<file path="src/rtl/lse_pkg.sv">
// Shared types and constants of the LSB stego stream extractor.
`default_nettype none

package lse_pkg;

    localparam int KEY_MAX_CHARS = 9;
    localparam int CFG_DATA_W    = 64;
    localparam int CFG_INDEX_W   = 2;
    localparam int SEC_W         = 2;

    localparam logic [CFG_INDEX_W-1:0] REG_HEADER_SKIP  = 2'd0;
    localparam logic [CFG_INDEX_W-1:0] REG_KEY_LENGTH   = 2'd1;
    localparam logic [CFG_INDEX_W-1:0] REG_KEY_FIRST    = 2'd2;
    localparam logic [CFG_INDEX_W-1:0] REG_KEY_NINTH    = 2'd3;

    localparam logic [SEC_W-1:0] SEC_MAGIC = 2'd0;
    localparam logic [SEC_W-1:0] SEC_EXT   = 2'd1;
    localparam logic [SEC_W-1:0] SEC_DATA  = 2'd2;

    localparam logic [7:0] HEADER_SKIP_RESET = 8'd54;

    typedef struct packed {
        logic [7:0]  header_skip;
        logic [3:0]  passkey_length;
        logic [63:0] passkey_first_chars;
        logic [7:0]  passkey_ninth_char;
    } lse_cfg_t;

    typedef struct packed {
        logic [SEC_W-1:0] section;
        logic             char_valid;
        logic [7:0]       char_value;
        logic             section_end;
        logic             key_match;
        logic             finished;
    } lse_result_t;

endpackage

`default_nettype wire

</file>
<file path="src/rtl/lse_key.sv">
// Passkey character select and compare for the magic section.
`default_nettype none

module lse_key #(
    parameter int LENGTH_BITS = 32
) (
    input  wire lse_pkg::lse_cfg_t  cfg,
    input  wire [LENGTH_BITS-1:0]   char_index,
    input  wire [7:0]               char_value,
    output logic                    char_ok,
    output logic                    length_ok
);

    logic [7:0] key_char;

    always_comb
    begin
        key_char = cfg.passkey_ninth_char;
        for (int i = 0; i < 8; i++)
        begin
            if (char_index[3:0] == 4'(i))
            begin
                key_char = cfg.passkey_first_chars[63-8*i -: 8];
            end
        end
    end

    assign char_ok = (char_index < LENGTH_BITS'(lse_pkg::KEY_MAX_CHARS)) &&
                     (key_char == char_value);
    assign length_ok = (cfg.passkey_length <= 4'(lse_pkg::KEY_MAX_CHARS));

endmodule

`default_nettype wire

</file>
<file path="src/rtl/lse_parse.sv">
// Parser state machine: header skip, length and character sections.
`default_nettype none

module lse_parse #(
    parameter int LENGTH_BITS = 32
) (
    input  wire                      clk,
    input  wire                      rst_n,
    input  wire                      step,
    input  wire                      data_bit,
    input  wire lse_pkg::lse_cfg_t   cfg,
    output logic                     res_valid,
    output lse_pkg::lse_result_t     res
);

    localparam int CW = $clog2(LENGTH_BITS);

    localparam logic [3:0] PH_HEADER = 4'd0;
    localparam logic [3:0] PH_LEN0   = 4'd1;
    localparam logic [3:0] PH_LEN1   = 4'd2;
    localparam logic [3:0] PH_LEN2   = 4'd3;
    localparam logic [3:0] PH_CHR0   = 4'd4;
    localparam logic [3:0] PH_CHR1   = 4'd5;
    localparam logic [3:0] PH_CHR2   = 4'd6;
    localparam logic [3:0] PH_STOP   = 4'd7;
    localparam logic [3:0] PH_DONE   = 4'd8;

    logic [3:0]             phase_reg, phase_next, phase_eff;
    logic [7:0]             header_count_reg, header_count_next;
    logic [CW-1:0]          bit_count_reg, bit_count_next;
    logic [LENGTH_BITS-1:0] bit_shift_reg, bit_shift_next;
    logic [LENGTH_BITS-1:0] section_length_reg, section_length_next;
    logic [LENGTH_BITS-1:0] char_index_reg, char_index_next;
    logic                   key_equal_reg, key_equal_next;

    logic [LENGTH_BITS-1:0] len_word;
    logic [7:0]             chr_word;
    logic [lse_pkg::SEC_W-1:0] sec;
    logic                   char_ok, length_ok, key_eq_new, match, close;

    assign len_word = {bit_shift_reg[LENGTH_BITS-2:0], data_bit};
    assign chr_word = {bit_shift_reg[6:0], data_bit};

    lse_key #(
        .LENGTH_BITS (LENGTH_BITS)
    ) u_key (
        .cfg        (cfg),
        .char_index (char_index_reg),
        .char_value (chr_word),
        .char_ok    (char_ok),
        .length_ok  (length_ok)
    );

    // Once the header count is reached the same byte already carries a length bit.
    assign phase_eff = (phase_reg == PH_HEADER && header_count_reg >= cfg.header_skip) ?
                       PH_LEN0 : phase_reg;

    always_comb
    begin
        phase_next          = phase_reg;
        header_count_next   = header_count_reg;
        bit_count_next      = bit_count_reg;
        bit_shift_next      = bit_shift_reg;
        section_length_next = section_length_reg;
        char_index_next     = char_index_reg;
        key_equal_next      = key_equal_reg;
        res_valid           = 1'b0;
        res                 = '0;
        sec                 = lse_pkg::SEC_MAGIC;
        key_eq_new          = key_equal_reg;
        close               = 1'b0;

        unique case (phase_eff) inside
            PH_HEADER:
            begin
                header_count_next = header_count_reg + 8'd1;
            end
            PH_LEN0, PH_LEN1, PH_LEN2:
            begin
                sec        = lse_pkg::SEC_W'(phase_eff - PH_LEN0);
                phase_next = phase_eff;
                if (bit_count_reg != CW'(LENGTH_BITS - 1))
                begin
                    bit_count_next = bit_count_reg + CW'(1);
                    bit_shift_next = len_word;
                end
                else
                begin
                    section_length_next = len_word;
                    bit_count_next      = '0;
                    bit_shift_next      = '0;
                    char_index_next     = '0;
                    if (sec == lse_pkg::SEC_MAGIC)
                    begin
                        key_eq_new = length_ok &&
                            (len_word == {{(LENGTH_BITS-4){1'b0}}, cfg.passkey_length});
                    end
                    key_equal_next = key_eq_new;
                    if (len_word == '0)
                    begin
                        // empty section: one marker result with no character
                        close           = 1'b1;
                        res_valid       = 1'b1;
                        res.section     = sec;
                        res.section_end = 1'b1;
                    end
                    else
                    begin
                        phase_next = phase_eff + (PH_CHR0 - PH_LEN0);
                    end
                end
            end
            PH_CHR0, PH_CHR1, PH_CHR2:
            begin
                sec = lse_pkg::SEC_W'(phase_eff - PH_CHR0);
                if (bit_count_reg != CW'(7))
                begin
                    bit_count_next = bit_count_reg + CW'(1);
                    bit_shift_next = {{(LENGTH_BITS-8){1'b0}}, chr_word};
                end
                else
                begin
                    bit_count_next  = '0;
                    bit_shift_next  = '0;
                    if (sec == lse_pkg::SEC_MAGIC)
                    begin
                        key_eq_new = key_equal_reg && char_ok;
                    end
                    key_equal_next  = key_eq_new;
                    char_index_next = char_index_reg + LENGTH_BITS'(1);
                    res_valid       = 1'b1;
                    res.section     = sec;
                    res.char_valid  = 1'b1;
                    res.char_value  = chr_word;
                    if (char_index_reg + LENGTH_BITS'(1) == section_length_reg)
                    begin
                        close           = 1'b1;
                        res.section_end = 1'b1;
                    end
                end
            end
            default:
            begin
                // stopped or done: bytes are dropped until reset
            end
        endcase

        match = close && (sec == lse_pkg::SEC_MAGIC) && key_eq_new;
        if (close)
        begin
            bit_count_next  = '0;
            bit_shift_next  = '0;
            char_index_next = '0;
            res.key_match   = match;
            res.finished    = (sec == lse_pkg::SEC_DATA);
            if (sec == lse_pkg::SEC_MAGIC)
            begin
                phase_next = match ? PH_LEN1 : PH_STOP;
            end
            else if (sec == lse_pkg::SEC_EXT)
            begin
                phase_next = PH_LEN2;
            end
            else
            begin
                phase_next = PH_DONE;
            end
        end
    end

    always_ff @(posedge clk or negedge rst_n)
    begin
        if (!rst_n)
        begin
            phase_reg          <= PH_HEADER;
            header_count_reg   <= '0;
            bit_count_reg      <= '0;
            bit_shift_reg      <= '0;
            section_length_reg <= '0;
            char_index_reg     <= '0;
            key_equal_reg      <= 1'b1;
        end
        else if (step)
        begin
            phase_reg          <= phase_next;
            header_count_reg   <= header_count_next;
            bit_count_reg      <= bit_count_next;
            bit_shift_reg      <= bit_shift_next;
            section_length_reg <= section_length_next;
            char_index_reg     <= char_index_next;
            key_equal_reg      <= key_equal_next;
        end
    end

endmodule

`default_nettype wire

</file>
<file path="src/rtl/lsb_stego_stream_extractor.sv">
// Top level of the LSB stego stream extractor: config, input and result registers.
// A byte accepted into the input register gives its result (if any) in the result register when the parser steps it.
// Throughput: one image byte per cycle; the parser steps the byte in the input register
//   whenever the result register is empty or is being taken that cycle, else it waits.
// Reset: rst_n clears the parser to header skip, empties both registers and loads
//   the register defaults (header skip 54, empty passkey).
`default_nettype none

module lsb_stego_stream_extractor #(
    parameter int LENGTH_BITS = 32
) (
    input  wire                                clk,
    input  wire                                rst_n,
    // configuration write port
    input  wire                                cfg_we,
    input  wire [lse_pkg::CFG_INDEX_W-1:0]     cfg_index,
    input  wire [lse_pkg::CFG_DATA_W-1:0]      cfg_data,
    // image byte input channel
    input  wire                                in_valid,
    output logic                               in_stall,
    input  wire [7:0]                          image_byte,
    // hidden character output channel
    output logic                               out_valid,
    input  wire                                out_stall,
    output logic [lse_pkg::SEC_W-1:0]          section,
    output logic                               char_valid,
    output logic [7:0]                         char_value,
    output logic                               section_end,
    output logic                               key_match,
    output logic                               finished
);

    lse_pkg::lse_cfg_t    cfg_reg;
    lse_pkg::lse_result_t res, out_reg;
    logic                 res_valid;

    logic                 in_full_reg;
    logic                 in_bit_reg;
    logic                 out_full_reg;
    logic                 advance;
    logic                 in_take;
    logic                 step;

    // Configuration registers; the user must write them only while the stream is idle (not enforced here).
    always_ff @(posedge clk or negedge rst_n)
    begin
        if (!rst_n)
        begin
            cfg_reg.header_skip         <= lse_pkg::HEADER_SKIP_RESET;
            cfg_reg.passkey_length      <= '0;
            cfg_reg.passkey_first_chars <= '0;
            cfg_reg.passkey_ninth_char  <= '0;
        end
        else if (cfg_we)
        begin
            unique case (cfg_index)
                lse_pkg::REG_HEADER_SKIP: cfg_reg.header_skip <= cfg_data[7:0];
                lse_pkg::REG_KEY_LENGTH:  cfg_reg.passkey_length <= cfg_data[3:0];
                lse_pkg::REG_KEY_FIRST:   cfg_reg.passkey_first_chars <= cfg_data;
                lse_pkg::REG_KEY_NINTH:   cfg_reg.passkey_ninth_char <= cfg_data[7:0];
                default: ;
            endcase
        end
    end

    // The byte in the input register is consumed whenever the result register
    // can take whatever it produces: empty now, or being drained this cycle.
    assign advance  = !out_full_reg || !out_stall;
    assign step     = in_full_reg && advance;
    assign in_stall = in_full_reg && !advance;
    assign in_take  = in_valid && !in_stall;

    // Only the LSB of each image byte carries hidden data.
    always_ff @(posedge clk or negedge rst_n)
    begin
        if (!rst_n)
        begin
            in_full_reg <= 1'b0;
        end
        else if (in_take || step)
        begin
            in_full_reg <= in_take;
        end
    end

    always_ff @(posedge clk)
    begin
        if (in_take)
        begin
            in_bit_reg <= image_byte[0];
        end
    end

    lse_parse #(
        .LENGTH_BITS (LENGTH_BITS)
    ) u_parse (
        .clk       (clk),
        .rst_n     (rst_n),
        .step      (step),
        .data_bit  (in_bit_reg),
        .cfg       (cfg_reg),
        .res_valid (res_valid),
        .res       (res)
    );

    // Result register: holds one word until the sink takes it.
    always_ff @(posedge clk or negedge rst_n)
    begin
        if (!rst_n)
        begin
            out_full_reg <= 1'b0;
        end
        else if (advance)
        begin
            out_full_reg <= step && res_valid;
        end
    end

    always_ff @(posedge clk)
    begin
        if (advance && step && res_valid)
        begin
            out_reg <= res;
        end
    end

    assign out_valid   = out_full_reg;
    assign section     = out_reg.section;
    assign char_valid  = out_reg.char_valid;
    assign char_value  = out_reg.char_value;
    assign section_end = out_reg.section_end;
    assign key_match   = out_reg.key_match;
    assign finished    = out_reg.finished;

    a_finished_on_data_end: assert property (@(posedge clk) disable iff (!rst_n)
        out_valid && finished |-> section_end && section == lse_pkg::SEC_DATA)
        else $error("finished outside the end of the data section");

    a_match_on_magic_end: assert property (@(posedge clk) disable iff (!rst_n)
        out_valid && key_match |-> section_end && section == lse_pkg::SEC_MAGIC)
        else $error("key_match outside the end of the magic section");

    a_empty_marker: assert property (@(posedge clk) disable iff (!rst_n)
        out_valid && !char_valid |-> section_end && char_value == 8'd0)
        else $error("result without a character is not an empty section marker");

    a_input_stall_only_full: assert property (@(posedge clk) disable iff (!rst_n)
        in_stall |-> in_full_reg && out_full_reg)
        else $error("input stalled with room in the pipeline");

endmodule

`default_nettype wire

</file>
<file path="config.mk">
export PLATFORM = sky130hd
export DESIGN_NAME = lsb_stego_stream_extractor
export DESIGN_NICKNAME = d
export VERILOG_FILES = /design/src/rtl/lse_pkg.sv /design/src/rtl/lse_key.sv /design/src/rtl/lse_parse.sv /design/src/rtl/lsb_stego_stream_extractor.sv
export SDC_FILE = /design/constraint.sdc
export NUM_CORES = 1
export LEC_CHECK = 0
export BUFFER_PORTS_ARGS = -buffer_cell sky130_fd_sc_hd__buf_2
export CAP_MARGIN = 10
export CORE_ASPECT_RATIO = 1.1
export CORE_MARGIN = 10
export CORE_UTILIZATION = 50
export CTS_CLUSTER_SIZE = 10
export DETAILED_ROUTE_END_ITERATION = 10
export GPL_TIMING_DRIVEN = 0
export PLACE_DENSITY_LB_ADDON = 0.2
export SYNTH_ARGS = -nofsm -noshare
export SYNTH_HDL_FRONTEND = slang
export SYNTH_SLANG_ARGS = --single-unit
</file>
<file path="constraint.sdc">
create_clock -name clk -period 3.3 [get_ports clk]
set_clock_uncertainty 0.2 [all_clocks]
set_input_delay 0.33 -clock clk [delete_from_list [all_inputs] [get_ports clk]]
set_output_delay 0.33 -clock clk [all_outputs]
set_load 0.01 [all_outputs]
</file>
== Word level (Yosys, flattened, before mapping) ==
Index checks and enable logic that the tools add are counted.
Cells by class
  add/subtract/negate cells: 6
  multipliers: 0
  div/mod/pow operators: 0
  order comparisons: 3
  eq/ne operators: 25
  shifts and indexed selects: 0
  mux-type cells: 46
  bitwise logic cells: 2
  reductions and logical operators: 40
Operators with widths (number)
  $mux 32: 3
  $mux 8: 9
  $pmux 32 s2: 1
  $mux 31: 2
  $pmux 31 s2: 1
  $add 32x1->32 const B: 1
  $eq 32x32->1: 1
  $eq 32x4->1: 1
  $logic_not 32->1: 1
  $lt 32x4->1 const B: 1
  $eq 4x3->1 const B: 7
  $mux 4: 7
  $eq 4x2->1 const B: 4
  $mux 5: 3
  $reduce_and 2->1: 7
  $logic_and 1x1->1: 12
  $logic_not 4->1: 3
  $mux 12: 1
  $pmux 5 s2: 1
  $mux 1: 9
  $add 8x1->8 const B: 1
  $eq 4x1->1 const B: 2
  $eq 8x8->1: 1
  $ge 8x8->1: 1
  other kinds (23): 42
Storage, ports and cells
  register bits: 214
  latch bits: 0
  bits in writable memories: 0
  bits in read-only memories: 0
  input bits: 79
  output and inout port bits: 16
  logic and storage cells: 142
  memories kept: 0

== Depth between registers and ports, before layout ==
Gate-level depths: netlist of run 1.
  depth after elaboration: 19
  depth in mapped cells: 15

== Cells and area by module ==
From an unflattened synthesis of run 1, not the netlist that was laid out.
Second synthesis, totals
  cells, all modules: 1062
  area, all modules: 11840.1 um^2
By module, submodules not included
  lse_parse: times used 1, cells an instance 697, area each 6777.8 um^2
  lsb_stego_stream_extractor: times used 1, cells an instance 205, area each 3940.0 um^2
  lse_key: times used 1, cells an instance 160, area each 1122.3 um^2

== Least setup slack after synthesis of run 1 ==
No wires, ideal clock.
  path kind: reg-to-reg
  start point: register u_parse.char_index_reg[0]
  end point: register u_parse.phase_reg[0]
  data arrival time: 3183 ps
  slack: -216 ps
  cell stages (with the launch flop): 14
  cells stage by stage: dfrtp_1 -> ha_1 -> clkbuf_1 -> clkbuf_1 -> or2_2 -> a2111oi_0 -> o221ai_1 -> a21oi_1 -> xnor2_1 -> nand3_1 -> o41ai_1 -> a21oi_1 -> a2111oi_0 -> o31ai_1
On the way
  longest elaborated chain between the ends: 19
  elaborated cells on any way between the ends: 35
  those cells by class: add/sub (1); order compare (1); eq/ne (9); mux (17); reduce/logical (7)
Ends and longest elaborated chain
  start, declared: RTL line lse_parse.sv:33  | logic [LENGTH_BITS-1:0] char_index_reg, char_index_next;
  start signal, assigned: RTL line lse_parse.sv:190  | char_index_reg <= char_index_next;
  $logic_not 4->1: RTL line lse_key.sv:21  | if (char_index[3:0] == 4'(i))
  $mux 8 (8 in a row): RTL line lse_key.sv:21
  $eq 8x8->1: RTL line lse_key.sv:29  | (key_char == char_value);
  $logic_and 1x1->1: RTL line lse_key.sv:28  | assign char_ok = (char_index < LENGTH_BITS'(lse_pkg::KEY_MAX_CHARS)) &&
  $logic_and 1x1->1: RTL line lse_parse.sv:127  | key_eq_new = key_equal_reg && char_ok;
  $mux 1: RTL line lse_parse.sv:125  | if (sec == lse_pkg::SEC_MAGIC)
  $mux 1: RTL line lse_parse.sv:116  | if (bit_count_reg != CW'(7))
  $pmux 1 s2
  $logic_and 1x1->1: RTL line lse_parse.sv:148  | match = close && (sec == lse_pkg::SEC_MAGIC) && key_eq_new;
  $mux 3: RTL line lse_parse.sv:158  | phase_next = match ? PH_LEN1 : PH_STOP;
  $mux 4: RTL line lse_parse.sv:156  | if (sec == lse_pkg::SEC_MAGIC)
  $mux 4: RTL line lse_parse.sv:149  | if (close)
  end signal, assigned: RTL line lse_parse.sv:185  | phase_reg <= phase_next;
  end, declared: RTL line lse_parse.sv:28  | logic [3:0] phase_reg, phase_next, phase_eff;
Parallel ways exist; a longest one is shown, timed or not.
A chain may end at the register's enable or synchronous reset.

== Final worst setup path of run 1 ==
  start point: register u_parse.char_index_reg[0]
  end point: register u_parse.char_index_reg[22]
On the way
  longest elaborated chain between the ends: 7
  elaborated cells on any way between the ends: 12
  those cells by class: add/sub (1); eq/ne (3); mux (6); reduce/logical (2)
Ends and longest elaborated chain
  $add 32x1->32 (*): RTL line lse_parse.sv:130, lse_parse.sv:135
  $eq 32x32->1: RTL line lse_parse.sv:135  | if (char_index_reg + LENGTH_BITS'(1) == section_length_reg)
  $mux 1: RTL line lse_parse.sv:135
  $mux 1: RTL line lse_parse.sv:116
  $pmux 1 s2: RTL line lse_parse.sv:73  | unique case (phase_eff) inside
  $ne 3x2->1 (no line) or $reduce_bool 3->1 (tied branches)
  $reduce_and 4->1 (no line)
Every way passes the cells marked *; elsewhere a longest branch is shown, timed or not. The select of a mux whose other input is x is not followed.

==> results of run 1 <==
-- Yosys cell counts (all sizes together), types with 18 or more instances --
cell,number
xnor2,37
nand3,45
a22o,39
nor4,23
clkbuf,56
o21ai,61
nand4,19
mux2i,18
nor2b,20
nor3,38
inv,29
mux2,115
dfrtp,194
nand2,82
nor2,43
a21oi,61
buf,23
-- report_power, final --
part,switching (mW),total [mW],internal (mW)
sequential,0.345,3.37,3.03
clock,1.08,2.63,1.55
combinational,0.868,1.65,0.787
-- per-stage QoR --
stage,instances,setup TNS [ps],hold WS (ps),cell area [um2]
6_report,1676,-12080,80.6,15200
3_5_place_dp,1505,-50290,191,12500
4_1_cts,1658,-8580,50.4,14700
3_3_place_gp,1504,-373340,282,12500
2_1_floorplan,1117,-655,-166,11700
5_1_grt,1676,-19150,106,15200
-- final cells by class --
cell class	instances	area share
buffer	78	0.0341
multi-input combinational	794	0.413
timing repair buffer	216	0.112
tap	300	0.0247
sequential	214	0.359
clock inverter	4	0.00371
inverter	30	0.00742
clock buffer	39	0.0467
antenna	1	0.000165
-- repair_timing --
item	in CTS	in global routing
hold buffers	74	0
resized for setup	111	101
pin swaps	32	34
cloned	3	1
endpoints found under the hold margin	173	0
setup buffers	39	17
setup endpoints to repair	120	119
-- logic make-up after synthesis --
kind of cell | after synthesis | synth area share
XOR/XNOR | 53 | 0.0399
AND/OR/NAND/NOR | 354 | 0.170
buffers and inverters | 109 | 0.0396
flip-flops | 214 | 0.468
adder cells (fa/ha/maj) | 16 | 0.0172
multiplexers | 133 | 0.127
AO/OA/AOI/OAI | 238 | 0.139
-- worst max-delay path, stage by stage, from the launching register on --
cell and delay (ps):
dfrtp_1 390, buf_4 130, buf_6 110, nand3_4 80, or4_4 490, buf_12 160, nor4_4 390, xnor2_2 140
a2111oi_4 220, nand4_1 130, and4bb_1 340, buf_8 170, nor3_4 60, buf_6 130, buf_8 130, nor3b_2 150
a21o_1 150
-- worst min path at each step --
stage | depth (start not counted) | slack [ps] | to
after floorplan | 0 | -170 | cfg_reg[0]$_DFFE_PN0P_
after global placement | 2 | 280 | u_parse.key_equal_reg$_DFFE_PN1P_
after detailed placement | 1 | 190 | u_parse.char_index_reg[22]$_DFFE_PN0P_
after CTS | 3 | 50 | cfg_reg[76]$_DFFE_PN0P_
after global routing | 3 | 110 | cfg_reg[76]$_DFFE_PN0P_
final | 3 | 80 | cfg_reg[76]$_DFFE_PN0P_
-- routing by layer --
metal,part of all wire,vias up,GRT usage
met5,0,-,0
met3,0.050,93,0.0324
met1,0.41,4852,0.287
li1,-,4589,-
met4,0.040,0,0.0749
met2,0.50,343,0.381
==> run metrics, run 1 <==
Clock transition at path regs=60 ps; Synth area leaders=dfrtp_1 (42%), mux2_2 (11%), edfxtp_1 (3.9%); Post-Syn Nets=between 1000 and 1500; Die W=165 um; status=finished, violations left; vias in the first global route=9993; EDFF count, synth=15; # rows=58; Mapped Avg Cell Area=10.4 um2; GRT Total Usage=0.225; Cell Area, Synth=~0.012 mm2; antenna violations before repair=1; Placer Congestion=roughly 0.93; area leader, netlist=dfrtp_1; FF-to-FF setup slack=-400 ps; Req. time, crit path=around 3500 ps; PD cells=505 mW/mm2; CTS tree=built; Setup crit start=u_parse.char_index_reg[0]$_DFFE_PN0P_; ys flop type=dfrtp_1; Routed Antenna Nets=0; H-tree lvl count=1; clk_lat worst skew=540 ps; PortBufs=87; most frequent cells in the layout=dfrtp_1 (190), mux2_2 (113), buf_2 (93); DR iter-0 viols=approximately 730; clock sink count=between 200 and 250; leakage=approximately 6.7 nW; total CTS buffers=26; count of cell types in the netlist=84; Ports=95; RSZ-0062 raised after global routing=yes; vias=slightly below 10000; Final Hold Fails=0; crit path kind=flop to flop; Worst slew margin=0.391; Worst setup EP type=flop; WP data arrival=~4000 ps; setup slack after layout=-396 ps; Syn Inst Count=approximately 1100; Peak Freq=about 270 MHz; worst-path maximum fanout=6; fin. max-slew vios=0; layout cells sized above 1=0.316; Initial Util=0.508; Routed WL per cell=20.5 um; DRT Wirelength=about 34000 um; final core occ=0.664; sequential fraction of the synthesis area=0.468; Tmin final=between 3000 and 4000 ps; max-cap viol count=0; pre-CTS WS=-899 ps; Die Height=about 180 um; die area=between 0.02 and 0.03 mm2; post-route clock period utilization=1.12; first-pass GRT wire length=54800 um; post-DR vias/cell=5.89; largest net degree at the start of global routing=roughly 120; Filler cells=1724; Worst R2R End=u_parse.char_index_reg[22]$_DFFE_PN0P_; cell count of the worst reg-to-reg path=16; FF+latch area=roughly 0.0054 mm2; Final nets=1455; crit path to=u_parse.char_index_reg[22]$_DFFE_PN0P_; Worst VDD drop=slightly above 500 uV; CTS root buf=clkbuf_16; Hold Path Class=primary input to flop; Worst Max-Slew Pin Slew=about 900 ps; Tot Pwr=approximately 7.7 mW; synthesis-stage register bit count=214; failing checks=setup timing; post-synth top area share=0.418; Residual DRC=0; Core Area=0.0229 mm2; post-synthesis async set-or-reset flop share=0.930; Synth Warn #=0; GR Overflow Total=0; Worst Hold Launch=cfg_index[1]; Critical Path Source Type=flop; Worst R2R Start=u_parse.char_index_reg[0]$_DFFE_PN0P_; maximum clock path buffer count=3; most common cell after layout, fill and taps aside=dfrtp_1; hpwl dp=22700 um; Final setup viols=38; Layout area overhead=30.6%; Largest register FFs=84; drt first pass iters=5; multi-input logic area=~0.0063 mm2
No activity file was read; power rests on OpenSTA's default activity.
==> run 2: changes to the inputs <==
Settings changed: ABC_AREA set to 1, CORE_MARGIN 10 to not set.
==> run metrics, run 2 <==
crit path kind=flop to flop; Residual DRC=0 (unchanged); slowest cell delay on critical path=430 ps (-60 ps); busiest grt layer=met2; Layout area overhead=25.1%; Hold Path Class=primary input to flop; Final Hold Fails=0 (unchanged); WP data arrival=3440 ps (-480 ps); # rows=57 (-1.7%); Die W=145 um (-12%); Tmin final=3230 ps (-461 ps); Synth Warn #=0 (unchanged); top-count cell post-synth=nand2_1; drt first pass iters=5 (unchanged); vias=9649 (-2.3%); Peak Freq=309 MHz (+14%); Synth area leaders=dfrtp_1 (43%), nand2_1 (11%), inv_1 (5.5%); largest net degree at the start of global routing=106 (-7.8%); clk_lat worst skew=530 ps (about the same); post-route clock period utilization=0.980 (-0.140); PortBufs=87 (unchanged); met2 Use GR=0.452 (+0.0706); Clock transition at path regs=50 ps (about the same); GR Overflow Total=0 (unchanged); DR iter-0 viols=524 (-28%); vias in the first global route=9857 (-1.4%); GR met3 Demand/Resource=0.0354 (+0.00298); max-cap viol count=0 (unchanged); Mapped Avg Cell Area=8.53 um2 (-18%); count of cell types in the netlist=48 (-43%); most common cell after layout, fill and taps aside=nand2_1; DP Cell Count=1709 (+14%); Initial Util=0.512 (+0.00334); Die Height=160 um (-11%); Critical Path Source Type=flop; maximum clock path buffer count=3 (unchanged); Routed Antenna Nets=0 (unchanged); Core Area=0.0221 mm2 (-3.3%); fin. max-slew vios=0 (unchanged); EDFF count, synth=15 (unchanged); H-tree lvl count=1 (unchanged); RSZ-0062 raised after global routing=yes; DRT Wirelength=29400 um (-14%); Req. time, crit path=3500 ps (-30 ps); most frequent cells in the layout=nand2_1 (311), dfrtp_1 (187), inv_1 (162); CP Cell Sequence=ha_4 > nand2_8 > nor2_8 > nand2_8 > nor2_8 > nand2_1 > xor2_2 > xor2_1 > nand2_1 > nor2_1 > nand3_1 > nor2_2 > nand2_2 > nand2_4 > nor2_4 > nand2_4 > buf_12 > clkbuf_16 > o22ai_2; Tot Pwr=6.11 mW (-20%); total CTS buffers=26 (unchanged); GRT Total Usage=0.259 (+0.0331); Finished Layout Cells=1848 (+10%); status=complete, no violations; Filler cells=1858 (+7.8%); Worst setup EP type=flop; post-DR vias/cell=5.22 (-11%); worst-path maximum fanout=11 (+5); sequential fraction of the synthesis area=0.481 (+0.0127); PD cells=432 mW/mm2 (-14%); Post-Syn Nets=1421 (+17%); Cell Area, Synth=0.0113 mm2 (-2.6%); CTS root buf=clkbuf_16; Final setup viols=0 (-100%); Routed WL per cell=15.9 um (-22%); first-pass GRT wire length=48500 um (-12%); Ports=95 (unchanged); synthesis-stage register bit count=214 (unchanged); Worst slew margin=0.465 (+0.0733); antenna violations before repair=0 (-1); post-synthesis async set-or-reset flop share=0.930 (unchanged); layout cells sized above 1=0.217 (-0.0994); ys flop type=dfrtp_1; met1 Usage GRT=0.321 (+0.0335); clock sink count=214 (unchanged); setup slack after layout=65.1 ps (+461 ps); Bufs and invs on worst path=2 (-4); area leader, netlist=dfrtp_1; CTS tree=built; Placer Congestion=0.899 (-3.6%); Worst path slowest cell=dfrtp_2; Final nets=1630 (+12%); leakage=6.97 nW (+4.5%); Syn Inst Count=1326 (+19%); pre-CTS WS=-591 ps (+307 ps); Worst Max-Slew Pin Slew=803 ps (-102 ps); hpwl dp=20200 um (-11%); Worst VDD drop=430 uV (-16%); Ant. Diodes=0 (-1); final core occ=0.640 (-0.0240); Worst path top cell family by delay=simple AND/OR/NAND/NOR gates; post-synth top area share=0.429 (+0.0114); Largest register FFs=84 (unchanged); die area=0.0232 mm2 (-22%); top cells by instance count after synthesis=nand2_1 (321), dfrtp_1 (194), inv_1 (166)
-- run 2: changes by cell type after synthesis, moves of 20 or more --
cell	before	now
nor3_1	36	15
xnor2_1	37	10
nand3_1	44	95
clkbuf_1	54	30
nor2b_1	20	0
nor2_1	41	95
o21ai_0	49	82
inv_1	28	166
o22ai_1	4	47
mux2_2	113	52
a22o_1	39	1
nand2_1	82	321
a21oi_1	61	15
-- run 2: through the flow --
step / hold slack, ps / setup TNS, ps / cell area, um2
CTS: 31.4 / 0 / 13800
detailed placement: 248 / -26950 / 12200
global placement: 268 / -348880 / 12100
floorplan: -166 / 0 / 11300
finish: 49.1 / 0 / 14100
global route: 76.1 / -246 / 14100
-- run 2: final timing paths --
path | start | to | slack (ps) | depth (start not counted)
max reg2reg | u_parse.char_index_reg[1]$_DFFE_PN0P_ | u_parse.char_index_reg[31]$_DFFE_PN0P_ | 70 | 19
min reg2reg | cfg_reg[9]$_DFFE_PN0P_ | cfg_reg[9]$_DFFE_PN0P_ | 280 | 2
min | cfg_we | cfg_reg[78]$_DFFE_PN1P_ | 50 | 4
max | u_parse.char_index_reg[1]$_DFFE_PN0P_ | u_parse.char_index_reg[31]$_DFFE_PN0P_ | 70 | 19
min in group asynchronous | rst_n | u_parse.char_index_reg[25]$_DFFE_PN0P_ | 260 | 2
max in group asynchronous | rst_n | cfg_reg[81]$_DFFE_PN1P_ | 1680 | 3
-- run 2: final cells by class --
| type | count | area (um2) | area share |
|---|---|---|---|
| Buffer | 36 | 214 | 0.0151 |
| Clock buffer | 44 | 758 | 0.0536 |
| Clock inverter | 2 | 21.3 | 0.00150 |
| Inverter | 174 | 662 | 0.0468 |
| Multi-Input combinational cell | 900 | 5290 | 0.374 |
| Sequential cell | 214 | 5450 | 0.385 |
| Tap cell | 295 | 369 | 0.0261 |
| Timing Repair Buffer | 183 | 1390 | 0.0980 |
-- run 2: cells by family (layout without fill, tap and decap cells) --
family / Yosys count / after routing / synth area share
adders and majority gates: 16 / 16 / 0.0177
AOI/OAI and AO/OA: 166 / 166 / 0.0880
xor gates and xnor gates: 43 / 43 / 0.0372
and+or+nand+nor: 623 / 623 / 0.252
DFF: 214 / 214 / 0.481
muxes: 52 / 52 / 0.0518
buffers and inverters: 212 / 439 / 0.0731
-- run 2: worst register-to-register path, cell delays in order, from the launching register on --
cell	delay [ps]
dfrtp_2	430
ha_4	200
nand2_8	80
nor2_8	170
nand2_8	90
nor2_8	190
nand2_1	120
xor2_2	230
xor2_1	240
nand2_1	80
nor2_1	110
nand3_1	100
nor2_2	130
nand2_2	120
nand2_4	120
nor2_4	70
nand2_4	80
buf_12	140
clkbuf_16	160
o22ai_2	50
-- run 2: repair_timing --
action,4_1_cts,5_1_grt
gates cloned,0,1
buffers inserted,7,19
setup endpoints to repair,94,122
gates resized for setup,30,63
hold endpoints to repair,192,0
pin swaps,8,20
hold buffers,68,0
-- run 2: report_power, final --
| group | switching [mW] | internal, mW |
|---|---|---|
| logic | 0.261 | 0.262 |
| clock network | 1.09 | 1.55 |
| registers | 0.101 | 2.84 |
-- run 2: layer usage --
| layer | wire [um] | vias up | share of wire |
|---|---|---|---|
| li1 | - | 4750 | - |
| met1 | 12400 | 4581 | 0.42 |
| met2 | 14700 | 256 | 0.50 |
| met3 | 1250 | 62 | 0.043 |
| met4 | 1080 | 0 | 0.037 |
| met5 | 0 | - | 0 |
==> run 3: changes to the inputs <==
--- a/config.mk
+++ b/config.mk
@@ -15,2 +15,3 @@
 export GPL_TIMING_DRIVEN = 0
+export MAX_ROUTING_LAYER = met4
 export PLACE_DENSITY_LB_ADDON = 0.2
--- a/constraint.sdc
+++ b/constraint.sdc
@@ -4,2 +4,2 @@
 set_output_delay 0.33 -clock clk [all_outputs]
-set_load 0.01 [all_outputs]
+set_load 0.005 [all_outputs]
==> run metrics, run 3 (synthesis results as in run 2) <==
vias in the first global route=9821 (-0.37%); CTS root buf=clkbuf_16; GRT Total Usage=0.263 (+0.00495); antenna violations before repair=0 (unchanged); Peak Freq=310 MHz (+0.35%); # rows=57 (unchanged); H-tree lvl count=1 (unchanged); DR iter-0 viols=507 (-3.2%); Req. time, crit path=3560 ps (+60 ps); Critical Path Source Type=flop; Clock transition at path regs=60 ps (about the same); WP data arrival=3480 ps (+40 ps); Routed Antenna Nets=0 (unchanged); Placer Congestion=0.900 (about the same); DRT Wirelength=29500 um (+0.23%); Die W=145 um (unchanged); post-DR vias/cell=5.26 (+0.68%); Final nets=1635 (+0.31%); worst-path maximum fanout=6 (-5); Ports=95 (unchanged); RSZ-0062 raised after global routing=yes; Layout area overhead=26.1%; PortBufs=87 (unchanged); Hold Path Class=primary input to flop; first-pass GRT wire length=47700 um (-1.5%); Worst setup EP type=flop; Residual DRC=0 (unchanged); Final setup viols=0 (unchanged); vias=9736 (+0.90%); largest net degree at the start of global routing=122 (+15%); Largest register FFs=84 (unchanged); DP Cell Count=1709 (unchanged); total CTS buffers=26 (unchanged); cell area after layout=0.0143 mm2 (+0.83%); CTS tree=built; clk_lat worst skew=540 ps (about the same); most common cell after layout, fill and taps aside=nand2_1; drt first pass iters=5 (unchanged); clock sink count=214 (unchanged); Initial Util=0.512 (unchanged); Tot Pwr=6.14 mW (+0.50%); Ant. Diodes=0 (unchanged); Core Area=0.0221 mm2 (unchanged); FF-to-FF setup slack=80 ps (about the same); PD cells=430 mW/mm2 (-0.33%); max-cap viol count=0 (unchanged); Worst VDD drop=356 uV (-17%); fin. max-slew vios=0 (unchanged); die area=0.0232 mm2 (unchanged); Worst Max-Slew Pin Slew=672 ps (-131 ps); post-route clock period utilization=0.977 (-0.00345); most frequent cells in the layout=nand2_1 (310), dfrtp_1 (188), inv_1 (161); status=complete, no violations; Finished Layout Cells=1852 (+0.22%); Final Hold Fails=0 (unchanged); GR Overflow Total=0 (unchanged); maximum clock path buffer count=3 (unchanged); Routed WL per cell=15.9 um (about the same); Worst slew margin=0.552 (+0.0871); Fin Setup TNS=0 ps (unchanged); layout cells sized above 1=0.220 (+0.00265); leakage=7.05 nW (+1.2%); Die Height=160 um (unchanged); crit path kind=flop to flop; Tmin final=3220 ps (-11.4 ps); DP Area=0.0122 mm2 (unchanged); hpwl dp=20300 um (+0.30%)
[run 3: through the flow]
step / worst slack [ps] / utilization / hold WS, ps
after CTS: 0.105 / 0.625 / 25.9
after global placement: -1670 / 0.548 / 269
after global routing: -87.0 / 0.645 / 83.9
final: 76.5 / 0.645 / 46.5
after floorplan: 123 / - / -166
after detailed placement: -562 / 0.550 / 152
[run 3: worst paths after layout]
path | start | to | cells after the start
hold / removal | cfg_we | cfg_reg[81]$_DFFE_PN1P_ | 4
hold reg to reg | cfg_reg[9]$_DFFE_PN0P_ | cfg_reg[9]$_DFFE_PN0P_ | 2
max in group asynchronous | rst_n | cfg_reg[74]$_DFFE_PN0P_ | 3
setup reg to reg | u_parse.char_index_reg[0]$_DFFE_PN0P_ | u_parse.char_index_reg[27]$_DFFE_PN0P_ | 19
setup / recovery | u_parse.char_index_reg[0]$_DFFE_PN0P_ | u_parse.char_index_reg[27]$_DFFE_PN0P_ | 19
min in group asynchronous | rst_n | u_parse.char_index_reg[25]$_DFFE_PN0P_ | 2
[run 3: per-layer routing]
layer  global-route usage  share of wire  up-vias
met4                0.115          0.039        0
met3               0.0343          0.042       86
met2                0.455           0.51      253
li1                     -              -     4773
met1                0.308           0.41     4624
met5                    -              0        -
[run 3: area by class of cell]
cell class / instances / area [um2]
Multi-Input combinational cell: 900 / 5330
Fill cell: 1830 / 7840
Sequential cell: 214 / 5440
Clock inverter: 3 / 51.3
Tap cell: 295 / 369
Inverter: 174 / 666
Timing Repair Buffer: 189 / 1460
Clock buffer: 42 / 731
Buffer: 35 / 214
[run 3: worst max-delay path: stages (launching register included)]
cell and delay (ps):
dfrtp_1 370, buf_4 140, ha_4 180, nand2_8 80
nor2_8 120, nand2_4 110, inv_2 90, nand4_1 170
xor2_1 400, xnor2_1 190, nor2_1 70, nand4_1 110
nor2_2 60, nand2_4 90, nand2_4 70, nor2_4 200
nand2_4 100, buf_12 150, clkbuf_16 150, o22ai_2 80
[run 3: report_power, final]
part	switching (mW)	internal [mW]
Clock	1.09	1.58
Sequential	0.100	2.84
Combinational	0.260	0.262
Total	1.45	4.68
[run 3: timing repair]
item | 4_1_cts | 5_1_grt
pin swaps | 5 | 21
resized for setup | 30 | 76
endpoints found under the setup margin | 94 | 120
hold buffers | 69 | 0
hold endpoints to repair | 166 | 0
cloned | 0 | 2
setup buffers | 9 | 21
